<file path="src/hdl/osis_pkg.sv">
package osis_pkg;

  // Fixed field widths of one item and one result
  localparam int unsigned VALUE_W = 11;
  localparam int unsigned RANK_W  = 16;

  // Which walk the shared step unit serves
  typedef enum logic {
    OP_INSERT,
    OP_SELECT
  } step_op_e;

endpackage

</file>
<file path="src/hdl/osis_step.sv">
module osis_step
  import osis_pkg::*;
#(
  parameter int unsigned IDX_W  = 10,
  parameter int unsigned NODE_W = 12,
  parameter int unsigned CNT_W  = 16
) (
  input  step_op_e          op_i,
  input  logic [IDX_W-1:0]  lo_i,
  input  logic [IDX_W-1:0]  hi_i,
  input  logic [NODE_W-1:0] node_i,
  input  logic [IDX_W-1:0]  pos_i,
  input  logic [RANK_W-1:0] k_i,
  input  logic [CNT_W-1:0]  cnt_i,
  output logic [CNT_W-1:0]  cnt_inc_o,
  output logic              at_leaf_o,
  output logic [IDX_W-1:0]  lo_o,
  output logic [IDX_W-1:0]  hi_o,
  output logic [NODE_W-1:0] node_o,
  output logic [RANK_W-1:0] k_o,
  output logic              leaf_o
);

  localparam int unsigned CMP_W = (CNT_W > RANK_W) ? CNT_W : RANK_W;

  logic [IDX_W:0]   sum;
  logic [IDX_W-1:0] mid;
  logic             go_right;

  // Split point of the current range
  assign sum = {1'b0, lo_i} + {1'b0, hi_i};
  assign mid = sum[IDX_W:1];

  // Direction: by position on insert, by rank against left count on select
  always_comb begin
    case (op_i)
      OP_INSERT: go_right = (pos_i > mid);
      default:   go_right = (CMP_W'(k_i) > CMP_W'(cnt_i));
    endcase
  end

  assign cnt_inc_o = cnt_i + CNT_W'(1);
  assign at_leaf_o = (lo_i >= hi_i);
  assign lo_o      = go_right ? (mid + IDX_W'(1)) : lo_i;
  assign hi_o      = go_right ? hi_i : mid;
  assign node_o    = {node_i[NODE_W-2:0], go_right};
  assign k_o       = go_right ? (k_i - RANK_W'(cnt_i)) : k_i;
  assign leaf_o    = (lo_o >= hi_o);

endmodule

</file>
<file path="config.mk">
export PLATFORM = sky130hd
export DESIGN_NAME = osis_step
export DESIGN_NICKNAME = d
export VERILOG_FILES = /design/src/hdl/osis_pkg.sv /design/src/hdl/osis_step.sv
export SDC_FILE = /design/constraint.sdc
export NUM_CORES = 1
export LEC_CHECK = 0
export ABC_AREA = 1
export BUFFER_PORTS_ARGS = -buffer_cell sky130_fd_sc_hd__buf_4
export CORE_MARGIN = 2
export CORE_UTILIZATION = 51
export DETAILED_ROUTE_END_ITERATION = 10
export PLACE_DENSITY = 0.85
export SLEW_MARGIN = 30
export SYNTH_ARGS = -nofsm -noshare
export SYNTH_HDL_FRONTEND = slang
export SYNTH_SLANG_ARGS = --single-unit
</file>
<file path="constraint.sdc">
create_clock -name vclk -period 4.5
set_input_delay 0.225 -clock vclk [all_inputs]
set_output_delay 0.225 -clock vclk [all_outputs]
set_load 0.02 [all_outputs]
</file>
==> results of run 1 <==
-- synth_stat cells (all sizes together) (2+ instances only) --
cell type  count  area [sq um]
o21ai         15         75.07
nor3           8         40.04
inv           79         296.5
xnor2          5         43.79
ha            55         688.2
xor2          34         297.8
o21bai         6         45.04
o21a           3         22.52
nand2        165         641.9
buf           27         201.4
fa             2         40.04
a31oi          3         18.77
nand4          5         31.28
nor4           4         25.02
nor2          23         86.33
nand3         72         365.3
a21oi         33         176.4
nand3b         3         22.52
-- metal layers --
layer	vias to the layer above	routed length, um
met5	-	0
met4	0	116
met3	16	691
met2	165	4689
met1	1723	3842
li1	1959	-
-- through the flow --
step,instance area (sq um),setup WS [ns],util,hold WS (ns),setup TNS [ns]
global placement,3991,0.3048,0.6702,0.4501,0
CTS,3991,0.1778,0.6702,0.4501,0
global route,4063,-0.02109,0.6821,0.4500,-0.02109
finish,4063,0.2688,0.6821,0.4500,0
detailed placement,3991,0.2046,0.6702,0.4501,0
floorplan,3148,0.6934,-,0.5412,0
-- repair_timing --
item                       4_1_cts  5_1_grt
resized for setup                0       11
buffers inserted                 0        0
setup endpoints to repair        0        1
-- how the worst min path moves through the flow --
| stage | slack [ns] | start | cells past startpoint | to |
|---|---|---|---|---|
| 4_1_cts | 0.45 | node_i[1] | 0 | node_o[2] |
| 6_report | 0.45 | node_i[0] | 0 | node_o[1] |
| 5_1_grt | 0.45 | node_i[4] | 0 | node_o[5] |
| 3_5_place_dp | 0.45 | node_i[1] | 0 | node_o[2] |
| 2_1_floorplan | 0.54 | cnt_i[0] | 1 | cnt_inc_o[0] |
| 3_3_place_gp | 0.45 | node_i[1] | 0 | node_o[2] |
-- cell type report --
class              instances  area [sq um]
multi-input cells        440          2693
fillers                  555          1893
repair buffers           126         979.7
inverters                 79         296.5
well taps                 75         93.84
-- kinds of logic after synthesis --
family | after synthesis | synth area share
and+or+nand+nor | 281 | 0.3871
buffers and inverters | 106 | 0.1582
AOI/OAI and AO/OA | 63 | 0.1149
adders and majority gates | 57 | 0.2313
xor gates and xnor gates | 39 | 0.1085
-- power groups by stage --
stage | Combinational (mW) | Clock [mW] | Sequential, mW
floorplan | 0.596 | 0 | 0
global placement | 0.846 | 0 | 0
detailed placement | 0.865 | 0 | 0
CTS | 0.870 | 0 | 0
global route | 0.994 | 0 | 0
finish | 0.900 | 0 | 0
==> qor.csv, run 1 <==
metric;value;unit
outcome;finished clean;
number of hold violations in the final report;0;
number of maximum-capacitance violations;0;
worst hold path class;in -> out;
category of the most critical setup path;in -> out;
post-synthesis average cell area;5.766;sq um
final weighted congestion in routability-driven placement;0.9613;
area occupied by registers;0;sq um
Die Span X;82.57;um
Buffers on Ports;118;
most frequent cells in the layout;154 x sky130_fd_sc_hd__nand2_1, 123 x sky130_fd_sc_hd__buf_4, 76 x sky130_fd_sc_hd__inv_1, 70 x sky130_fd_sc_hd__nand3_1, 55 x sky130_fd_sc_hd__ha_1;
layout-stage area growth over the synthesis result;29.05;%
non-filler instance count after layout;720;
Pwr Density;221.6;mW/mm^2
post-DR wirelength/cell;12.97;um
critical path depth;28;
Final Cycle Share;0.9403;
largest net degree at the start of global routing;32;
full die area;0.006817;sq mm
num rows;28;
Post-layout nets;779;
Die Span Y;82.57;um
GR Util met1;0.3178;
Int Power;0.3631;mW
IR Drop Worst-Case VDD;0.1509;mV
Achievable Freq;236.3;MHz
most common library cell in the layout ignoring fill and taps;sky130_fd_sc_hd__nand2_1;
met3 routing resource usage after global routing;0.02283;
Static Leak;2.411;nW
Sw Share;0.5966;
CP bufs+invs;6;
Slew Limit Fails;0;
vias in the first global route;3564;
clock period minus worst slack;4.231;ns
worst endpoint required time;4.28;ns
number of cells after detailed placement;719;
Starting Density;0.5286;
total net switching power;0.5371;mW
worst endpoint data arrival time;4.01;ns
pin slew with the least headroom to its limit;0.5583;ns
part of the power in registers;0;
total routed wirelength;9.339;mm
total power;0.9002;mW
Slowest Stage Delay on Critical Path;0.36;ns
CP Launch Point;hi_i[0];
total number of sequential cells;0;
antenna violations before repair;0;
Diodes inserted;0;
post-synthesis net count;678;
CP Launch Type;input pin;
gate count after technology mapping;546;
Critical Path Sink Type;primary output;
number of optimization iterations in the first detailed-route pass;5;
part of the power in the clock network;0;
fraction of power consumed by combinational cells;1.000;
normalized max-slew margin;0.6238;
remaining global-route overflow;0;
critical path's slowest cell;sky130_fd_sc_hd__fa_2;
CORE AREA;0.005956;sq mm
HPWL after DPL;7.675;mm
layout cells sized above 1;0.2326;
global routing met2 resource utilization;0.5089;
DR vias/cell;5.365;
count of unresolved DRC violations after routing;0;
post-synthesis sequential area ratio;0;
first-pass GRT wire length;14.82;mm
peak-usage layer in the global routing report;met2;
total via count in the routed design;3863;
number of antenna-violating nets in the routed design;0;
final setup violation count;0;
Ys Warns;0;
end point of the critical path;leaf_o;
peak fanout along the critical path;16;
Critical Path Most Common Cell;sky130_fd_sc_hd__nand2_1;
cell area after synthesis;0.003148;sq mm
iteration-0 DRC count of the detailed router;170;
top-level I/O count;141;
Hold-fix buffers, CTS;0;
total global-route track usage;0.2620;
number of distinct library cells after synthesis;31;
clock buffer count;0;
kind of cell with the highest combined delay on the critical path;simple AND/OR/NAND/NOR gates;
Note: power is estimated with default switching activity, not from simulation.
==> run 2, diff against run 1 <==
--- a/config.mk
+++ b/config.mk
@@ -8,9 +8,10 @@
 export ABC_AREA = 1
 export BUFFER_PORTS_ARGS = -buffer_cell sky130_fd_sc_hd__buf_4
 export CORE_MARGIN = 2
-export CORE_UTILIZATION = 51
+export CORE_UTILIZATION = 46
 export DETAILED_ROUTE_END_ITERATION = 10
-export PLACE_DENSITY = 0.85
+export PLACE_DENSITY = 0.8
+export RECOVER_POWER = 50
 export SLEW_MARGIN = 30
 export SYNTH_ARGS = -nofsm -noshare
 export SYNTH_HDL_FRONTEND = slang
==> constraint.sdc (replaced) <==
create_clock -name vclk -period 3.7
set_input_delay 0.185 -clock vclk [all_inputs]
set_output_delay 0.185 -clock vclk [all_outputs]
set_load 0.02 [all_outputs]
==> run 2 against run 1 <==
The run now ends with setup timing left. Sequential share of layout area unchanged. Final cell count up 9.3%. Critical endpoint unchanged. Wire length is 6.4% higher. Flip-flop and latch count stayed put. Largest power group unchanged. Non-clock buffer count up 62. Total power rose by 37%. Global-route usage decreased by 0.15 points. Critical path depth is 1 lower. Via count rose by 3.3%.
==> qor.csv, run 2 (synthesis results as in run 1) <==
metric;value;unit;change
first-pass GRT wire length;16.56;mm;+12%
unrepaired setup endpoints after global routing;true;;
total routed wirelength;9.940;mm;+6.4%
Multi-input gate area;0.002755;sq mm;+2.3%
total number of sequential cells;0;;unchanged
GR Util met1;0.3326;;+0.01477
total net switching power;0.6868;mW;+28%
Hold-fix buffers, CTS;0;;unchanged
Achievable Freq;263.6;MHz;
worst endpoint data arrival time;3.61;ns;-0.40 ns
Diodes inserted;0;;unchanged
CP bufs+invs;6;;unchanged
full die area;0.007521;sq mm;+10%
worst hold path class;in -> out;;
Buffers on Ports;118;;unchanged
number of cells after detailed placement;777;;+8.1%
DR vias/cell;5.071;;-5.5%
peak-usage layer in the global routing report;met2;;
fraction of power consumed by combinational cells;1.000;;about the same
violations in the final reports;setup timing;;
Final Cycle Share;1.025;;
Int Power;0.5420;mW;+49%
area occupied by registers;0;sq um;unchanged
Critical Path Sink Type;primary output;;
category of the most critical setup path;in -> out;;
remaining global-route overflow;0;;unchanged
Die Span Y;86.73;um;+5.0%
Critical Path Most Common Cell;sky130_fd_sc_hd__nand2_2;;
layout cells sized above 1;0.2942;;+0.06164
number of optimization iterations in the first detailed-route pass;4;;-1
post-DR wirelength/cell;12.63;um;-2.6%
worst endpoint required time;3.51;ns;-0.77 ns
normalized max-slew margin;0.5693;;-0.05452
met3 routing resource usage after global routing;0.01429;;-0.008540
num rows;30;;+7.1%
Slowest Stage Delay on Critical Path;0.35;ns;about the same
CORE AREA;0.006719;sq mm;+13%
count of unresolved DRC violations after routing;0;;unchanged
largest net degree at the start of global routing;31;;-3.1%
top-level I/O count;141;;unchanged
layout-stage area growth over the synthesis result;43.36;%;
Slew Limit Fails;0;;unchanged
number of antenna-violating nets in the routed design;0;;unchanged
Pwr Density;272.3;mW/mm^2;+23%
HPWL after DPL;8.365;mm;+9.0%
number of maximum-capacitance violations;0;;unchanged
part of the power in the clock network;0;;unchanged
Post-layout nets;841;;+8.0%
final setup violation count;1;;+1
part of the power in registers;0;;unchanged
iteration-0 DRC count of the detailed router;140;;-18%
Final TNS setup;-0.09312;ns;-0.09312 ns
vias in the first global route;3849;;+8.0%
pin slew with the least headroom to its limit;0.6401;ns;+0.08178 ns
Starting Density;0.4685;;-0.06004
clock period minus worst slack;3.793;ns;
total via count in the routed design;3991;;+3.3%
Static Leak;2.639;nW;+9.5%
IR Drop Worst-Case VDD;0.1202;mV;-20%
number of hold violations in the final report;0;;unchanged
total global-route track usage;0.2605;;-0.001531
most frequent cells in the layout;168 x sky130_fd_sc_hd__buf_4, 148 x sky130_fd_sc_hd__nand2_1, 76 x sky130_fd_sc_hd__inv_1, 66 x sky130_fd_sc_hd__nand3_1, 52 x sky130_fd_sc_hd__ha_1;;
global routing met2 resource utilization;0.4958;;-0.01307
final weighted congestion in routability-driven placement;0.9446;;-1.7%
kind of cell with the highest combined delay on the critical path;simple AND/OR/NAND/NOR gates;;
total power;1.229;mW;+37%
antenna violations before repair;0;;unchanged
non-filler instance count after layout;787;;+9.3%
outcome;finished with violations;;
Die Span X;86.73;um;+5.0%
Sw Share;0.5589;;-0.03771
most common library cell in the layout ignoring fill and taps;sky130_fd_sc_hd__buf_4;;
critical path's slowest cell;sky130_fd_sc_hd__fa_2;;
peak fanout along the critical path;22;;+6
clock buffer count;0;;unchanged
Filler Cells Inserted;639;;+15%
worst-case setup margin in the final layout;-0.09312;ns;-0.3619 ns
CP Launch Type;input pin;;
[run 2: changes by cell type in the layout (fill, tap and decap cells not counted), sizes merged]
cell / previous run / this run
buf: 125 / 171
clkbuf: 1 / 17
[run 2: area by class of cell]
type / instances / share of cell area
inverter: 79 / 0.06571
multi-input combinational: 440 / 0.6105
tap: 80 / 0.02218
timing repair buffer: 188 / 0.3016
[run 2: final timing paths]
kind                        from          to  slack, ns  cells after the start
worst max-delay path     lo_i[0]      leaf_o      -0.09                     27
worst min-delay path  node_i[10]  node_o[11]       0.37                      0
[run 2: what timing repair did]
item / in CTS / in global routing
cloned: 1 / 0
resized for setup: 9 / 13
endpoints found under the setup margin: 1 / 1
pin swaps: 5 / 3
setup buffers: 9 / 0
[run 2: per-layer routing]
metal / vias to the layer above / wire length, um
met3: 6 / 513
met5: - / 0
met1: 1773 / 4130
met2: 128 / 5241
li1: 2084 / -
met4: 0 / 55
[run 2: power by group through the flow]
stage / Sequential, mW / Combinational [mW] / Clock (mW)
after floorplan: 0 / 0.725 / 0
after detailed placement: 0 / 1.16 / 0
after global placement: 0 / 1.14 / 0
final: 0 / 1.23 / 0
after CTS: 0 / 1.21 / 0
after global routing: 0 / 1.36 / 0
[run 2: metrics by stage]
stage / hold WS [ns] / worst slack (ns) / area, sq um / util
global route: 0.3700 / -0.4029 / 4513 / 0.6717
global placement: 0.3701 / -0.1751 / 4398 / 0.6546
floorplan: 0.4612 / 0.0002216 / 3151 / -
finish: 0.3700 / -0.09312 / 4513 / 0.6717
detailed placement: 0.3701 / -0.2842 / 4398 / 0.6546
CTS: 0.3701 / -0.1521 / 4518 / 0.6724
==> run 3, diff against run 2 <==
--- a/config.mk
+++ b/config.mk
@@ -5,12 +5,11 @@
 export SDC_FILE = /design/constraint.sdc
 export NUM_CORES = 1
 export LEC_CHECK = 0
-export ABC_AREA = 1
 export BUFFER_PORTS_ARGS = -buffer_cell sky130_fd_sc_hd__buf_4
 export CORE_MARGIN = 2
 export CORE_UTILIZATION = 46
 export DETAILED_ROUTE_END_ITERATION = 10
-export PLACE_DENSITY = 0.8
+export PLACE_DENSITY = 0.81
 export RECOVER_POWER = 50
 export SLEW_MARGIN = 30
 export SYNTH_ARGS = -nofsm -noshare
==> run 3 against run 2 <==
The run still ends with setup timing left. Via count up 7.1%. Global-route usage is 8.9 points higher. Setup slack got worse by 1.4 ns. Flip-flop and latch count stayed put. Wire length up 38%. Core utilization increased by 19 points. Count of clock-buffer cells in the layout stayed put. Final area increased by 27%. Critical path depth decreased by 2. Largest cell class unchanged. Largest power group unchanged.
==> qor.csv, run 3 <==
metric;value;unit;change
total routed wirelength;13.69;mm;+38%
gate count after technology mapping;402;;-26%
Static Leak;2.999;nW;+14%
outcome;finished with violations;;
total via count in the routed design;4273;;+7.1%
Die Span X;86.35;um;-0.44%
worst endpoint required time;3.51;ns;about the same
category of the most critical setup path;in -> out;;
Achievable Freq;191.3;MHz;-27%
cell area after synthesis;0.003119;sq mm;-0.91%
remaining global-route overflow;0;;unchanged
worst endpoint data arrival time;5.04;ns;+1.43 ns
most used standard cells in the synthesized netlist;55 x sky130_fd_sc_hd__ha_1, 54 x sky130_fd_sc_hd__inv_1, 30 x sky130_fd_sc_hd__xnor2_1;;
vias in the first global route;4556;;+18%
unrepaired setup endpoints after global routing;true;;
number of optimization iterations in the first detailed-route pass;5;;+1
worst-case setup margin in the final layout;-1.528;ns;-1.435 ns
violations in the final reports;setup timing;;
number of antenna-violating nets in the routed design;0;;unchanged
num rows;30;;unchanged
Diodes inserted;0;;unchanged
worst hold path class;in -> out;;
Filler Cells Inserted;356;;-44%
area occupied by registers;0;sq um;unchanged
top-level I/O count;141;;unchanged
final weighted congestion in routability-driven placement;0.8758;;-7.3%
share of Yosys cell area claimed by the top area cell type;0.2206;;+0.002017
post-synth top area cell;sky130_fd_sc_hd__ha_1;;
Slew Limit Fails;0;;unchanged
post-synthesis net count;534;;-21%
number of hold violations in the final report;0;;unchanged
number of distinct library cells after synthesis;62;;+100%
Post-layout nets;806;;-4.2%
post-synthesis average cell area;7.759;sq um;+35%
first-pass GRT wire length;21.08;mm;+27%
post-synthesis sequential area ratio;0;;unchanged
Die Span Y;86.35;um;-0.44%
normalized max-slew margin;0.6273;;+0.05803
clock period minus worst slack;5.228;ns;+1.435 ns
full die area;0.007455;sq mm;-0.87%
most common cell in the synthesized netlist;sky130_fd_sc_hd__ha_1;;
Buffers on Ports;118;;unchanged
Pwr Density;281.4;mW/mm^2;+3.4%
Ys Warns;0;;unchanged
CORE AREA;0.006681;sq mm;-0.56%
total global-route track usage;0.3490;;+0.08853
Starting Density;0.4669;;-0.001675
Final Cycle Share;1.413;;+0.3877
clock buffer count;0;;unchanged
number of maximum-capacitance violations;0;;unchanged
largest net degree at the start of global routing;15;;-52%
most common library cell in the layout ignoring fill and taps;sky130_fd_sc_hd__buf_4;;
layout-stage area growth over the synthesis result;83.95;%;
cell area after layout;0.005738;sq mm;+27%
post-detailed-placement cell area;0.004991;sq mm;+13%
post-DR wirelength/cell;18.20;um;+44%
Worst Hold Slack;0.3700;ns;+0.000002000 ns
IR Drop Worst-Case VDD;0.1336;mV;+11%
peak fanout along the critical path;5;;-77%
iteration-0 DRC count of the detailed router;228;;+63%
CP Launch Type;input pin;;
layout cells sized above 1;0.5417;;+0.2475
Critical Path Sink Type;primary output;;
total number of sequential cells;0;;unchanged
count of unresolved DRC violations after routing;0;;unchanged
utilization after layout;0.8588;;+0.1871
cell types with the largest area share after synthesis;sky130_fd_sc_hd__ha_1 22%, sky130_fd_sc_hd__xnor2_1 8.4%, sky130_fd_sc_hd__mux2i_1 7.1%;;
HPWL after DPL;9.324;mm;+11%
final setup violation count;38;;+37
pin slew with the least headroom to its limit;0.5578;ns;-0.08235 ns
antenna violations before repair;0;;unchanged
most frequent cells in the layout;244 x sky130_fd_sc_hd__buf_4, 48 x sky130_fd_sc_hd__inv_1, 44 x sky130_fd_sc_hd__ha_1, 38 x sky130_fd_sc_hd__buf_6, 29 x sky130_fd_sc_hd__xnor2_1;;
DR vias/cell;5.682;;+12%
==> run 3: power breakdown <==
part / switching (mW) / internal [mW]
Combinational: 0.755 / 0.860
Clock: 0 / 0
Sequential: 0 / 0
Total: 0.755 / 0.860
==> run 3: routing by layer <==
metal	GRT usage	up-vias	part of all wire
li1	-	1975	-
met1	0.3554	1994	0.36
met2	0.6832	236	0.53
met3	0.04571	68	0.058
met4	0.1776	0	0.051
met5	0	-	0
==> run 3: path summary, 6_finish.rpt <==
path,start,end,cells past startpoint
worst min-delay path,node_i[0],node_o[1],0
worst max-delay path,lo_i[3],leaf_o,25
==> run 3: worst max-delay path: stages <==
cell and delay (ns):
sky130_fd_sc_hd__buf_4 0.13, sky130_fd_sc_hd__ha_1 0.21, sky130_fd_sc_hd__or2_1 0.25, sky130_fd_sc_hd__o221ai_2 0.24, sky130_fd_sc_hd__a21oi_2 0.10, sky130_fd_sc_hd__or3_4 0.35, sky130_fd_sc_hd__nand2_1 0.11, sky130_fd_sc_hd__inv_2 0.08
sky130_fd_sc_hd__ha_4 0.28, sky130_fd_sc_hd__o211a_1 0.17, sky130_fd_sc_hd__nand4_1 0.16, sky130_fd_sc_hd__a41o_1 0.31, sky130_fd_sc_hd__o31ai_4 0.27, sky130_fd_sc_hd__a2bb2oi_4 0.26, sky130_fd_sc_hd__mux2_4 0.35, sky130_fd_sc_hd__ha_4 0.23
sky130_fd_sc_hd__nand2b_4 0.12, sky130_fd_sc_hd__a21o_1 0.16, sky130_fd_sc_hd__a21o_1 0.17, sky130_fd_sc_hd__a21o_1 0.16, sky130_fd_sc_hd__a21o_1 0.17, sky130_fd_sc_hd__a21oi_2 0.15, sky130_fd_sc_hd__o21ai_2 0.08, sky130_fd_sc_hd__a31o_2 0.22
sky130_fd_sc_hd__buf_6 0.13
==> run 3: metrics by stage <==
step	TNS (ns)	instances	power, mW	worst slack [ns]
2_1_floorplan	-1.526	402	0.7552	-1.286
3_3_place_gp	-15.20	703	1.226	-1.473
3_5_place_dp	-22.77	703	1.267	-1.742
4_1_cts	-14.00	747	1.526	-1.363
5_1_grt	-25.17	752	1.701	-1.628
6_report	-21.50	752	1.615	-1.528
==> run 3: cells by family (layout without fill, tap and decap cells) <==
logic type      Yosys count  in the layout  share of synthesized area
simple gates             99             99                     0.1641
compound gates           86             86                     0.1994
buf+inv                  75            345                     0.1187
fa+ha+maj                57             57                     0.2335
mux                      47             47                     0.1729
xor+xnor                 38             38                     0.1115
==> run 3: cell type report <==
| cell class | instances | area [sq um] | share of cell area |
|---|---|---|---|
| multi-input combinational | 327 | 3052 | 0.5318 |
| inverter | 54 | 202.7 | 0.03532 |
| tap | 80 | 100.1 | 0.01744 |
| timing repair buffer | 291 | 2384 | 0.4154 |
==> run 3: repair_timing <==
action	4_1_cts	5_1_grt
resized for setup	79	6
pin swaps	18	3
hold buffers	0	0
setup endpoints to repair	38	38
hold endpoints to repair	0	0
gates cloned	1	0
setup buffers	44	7
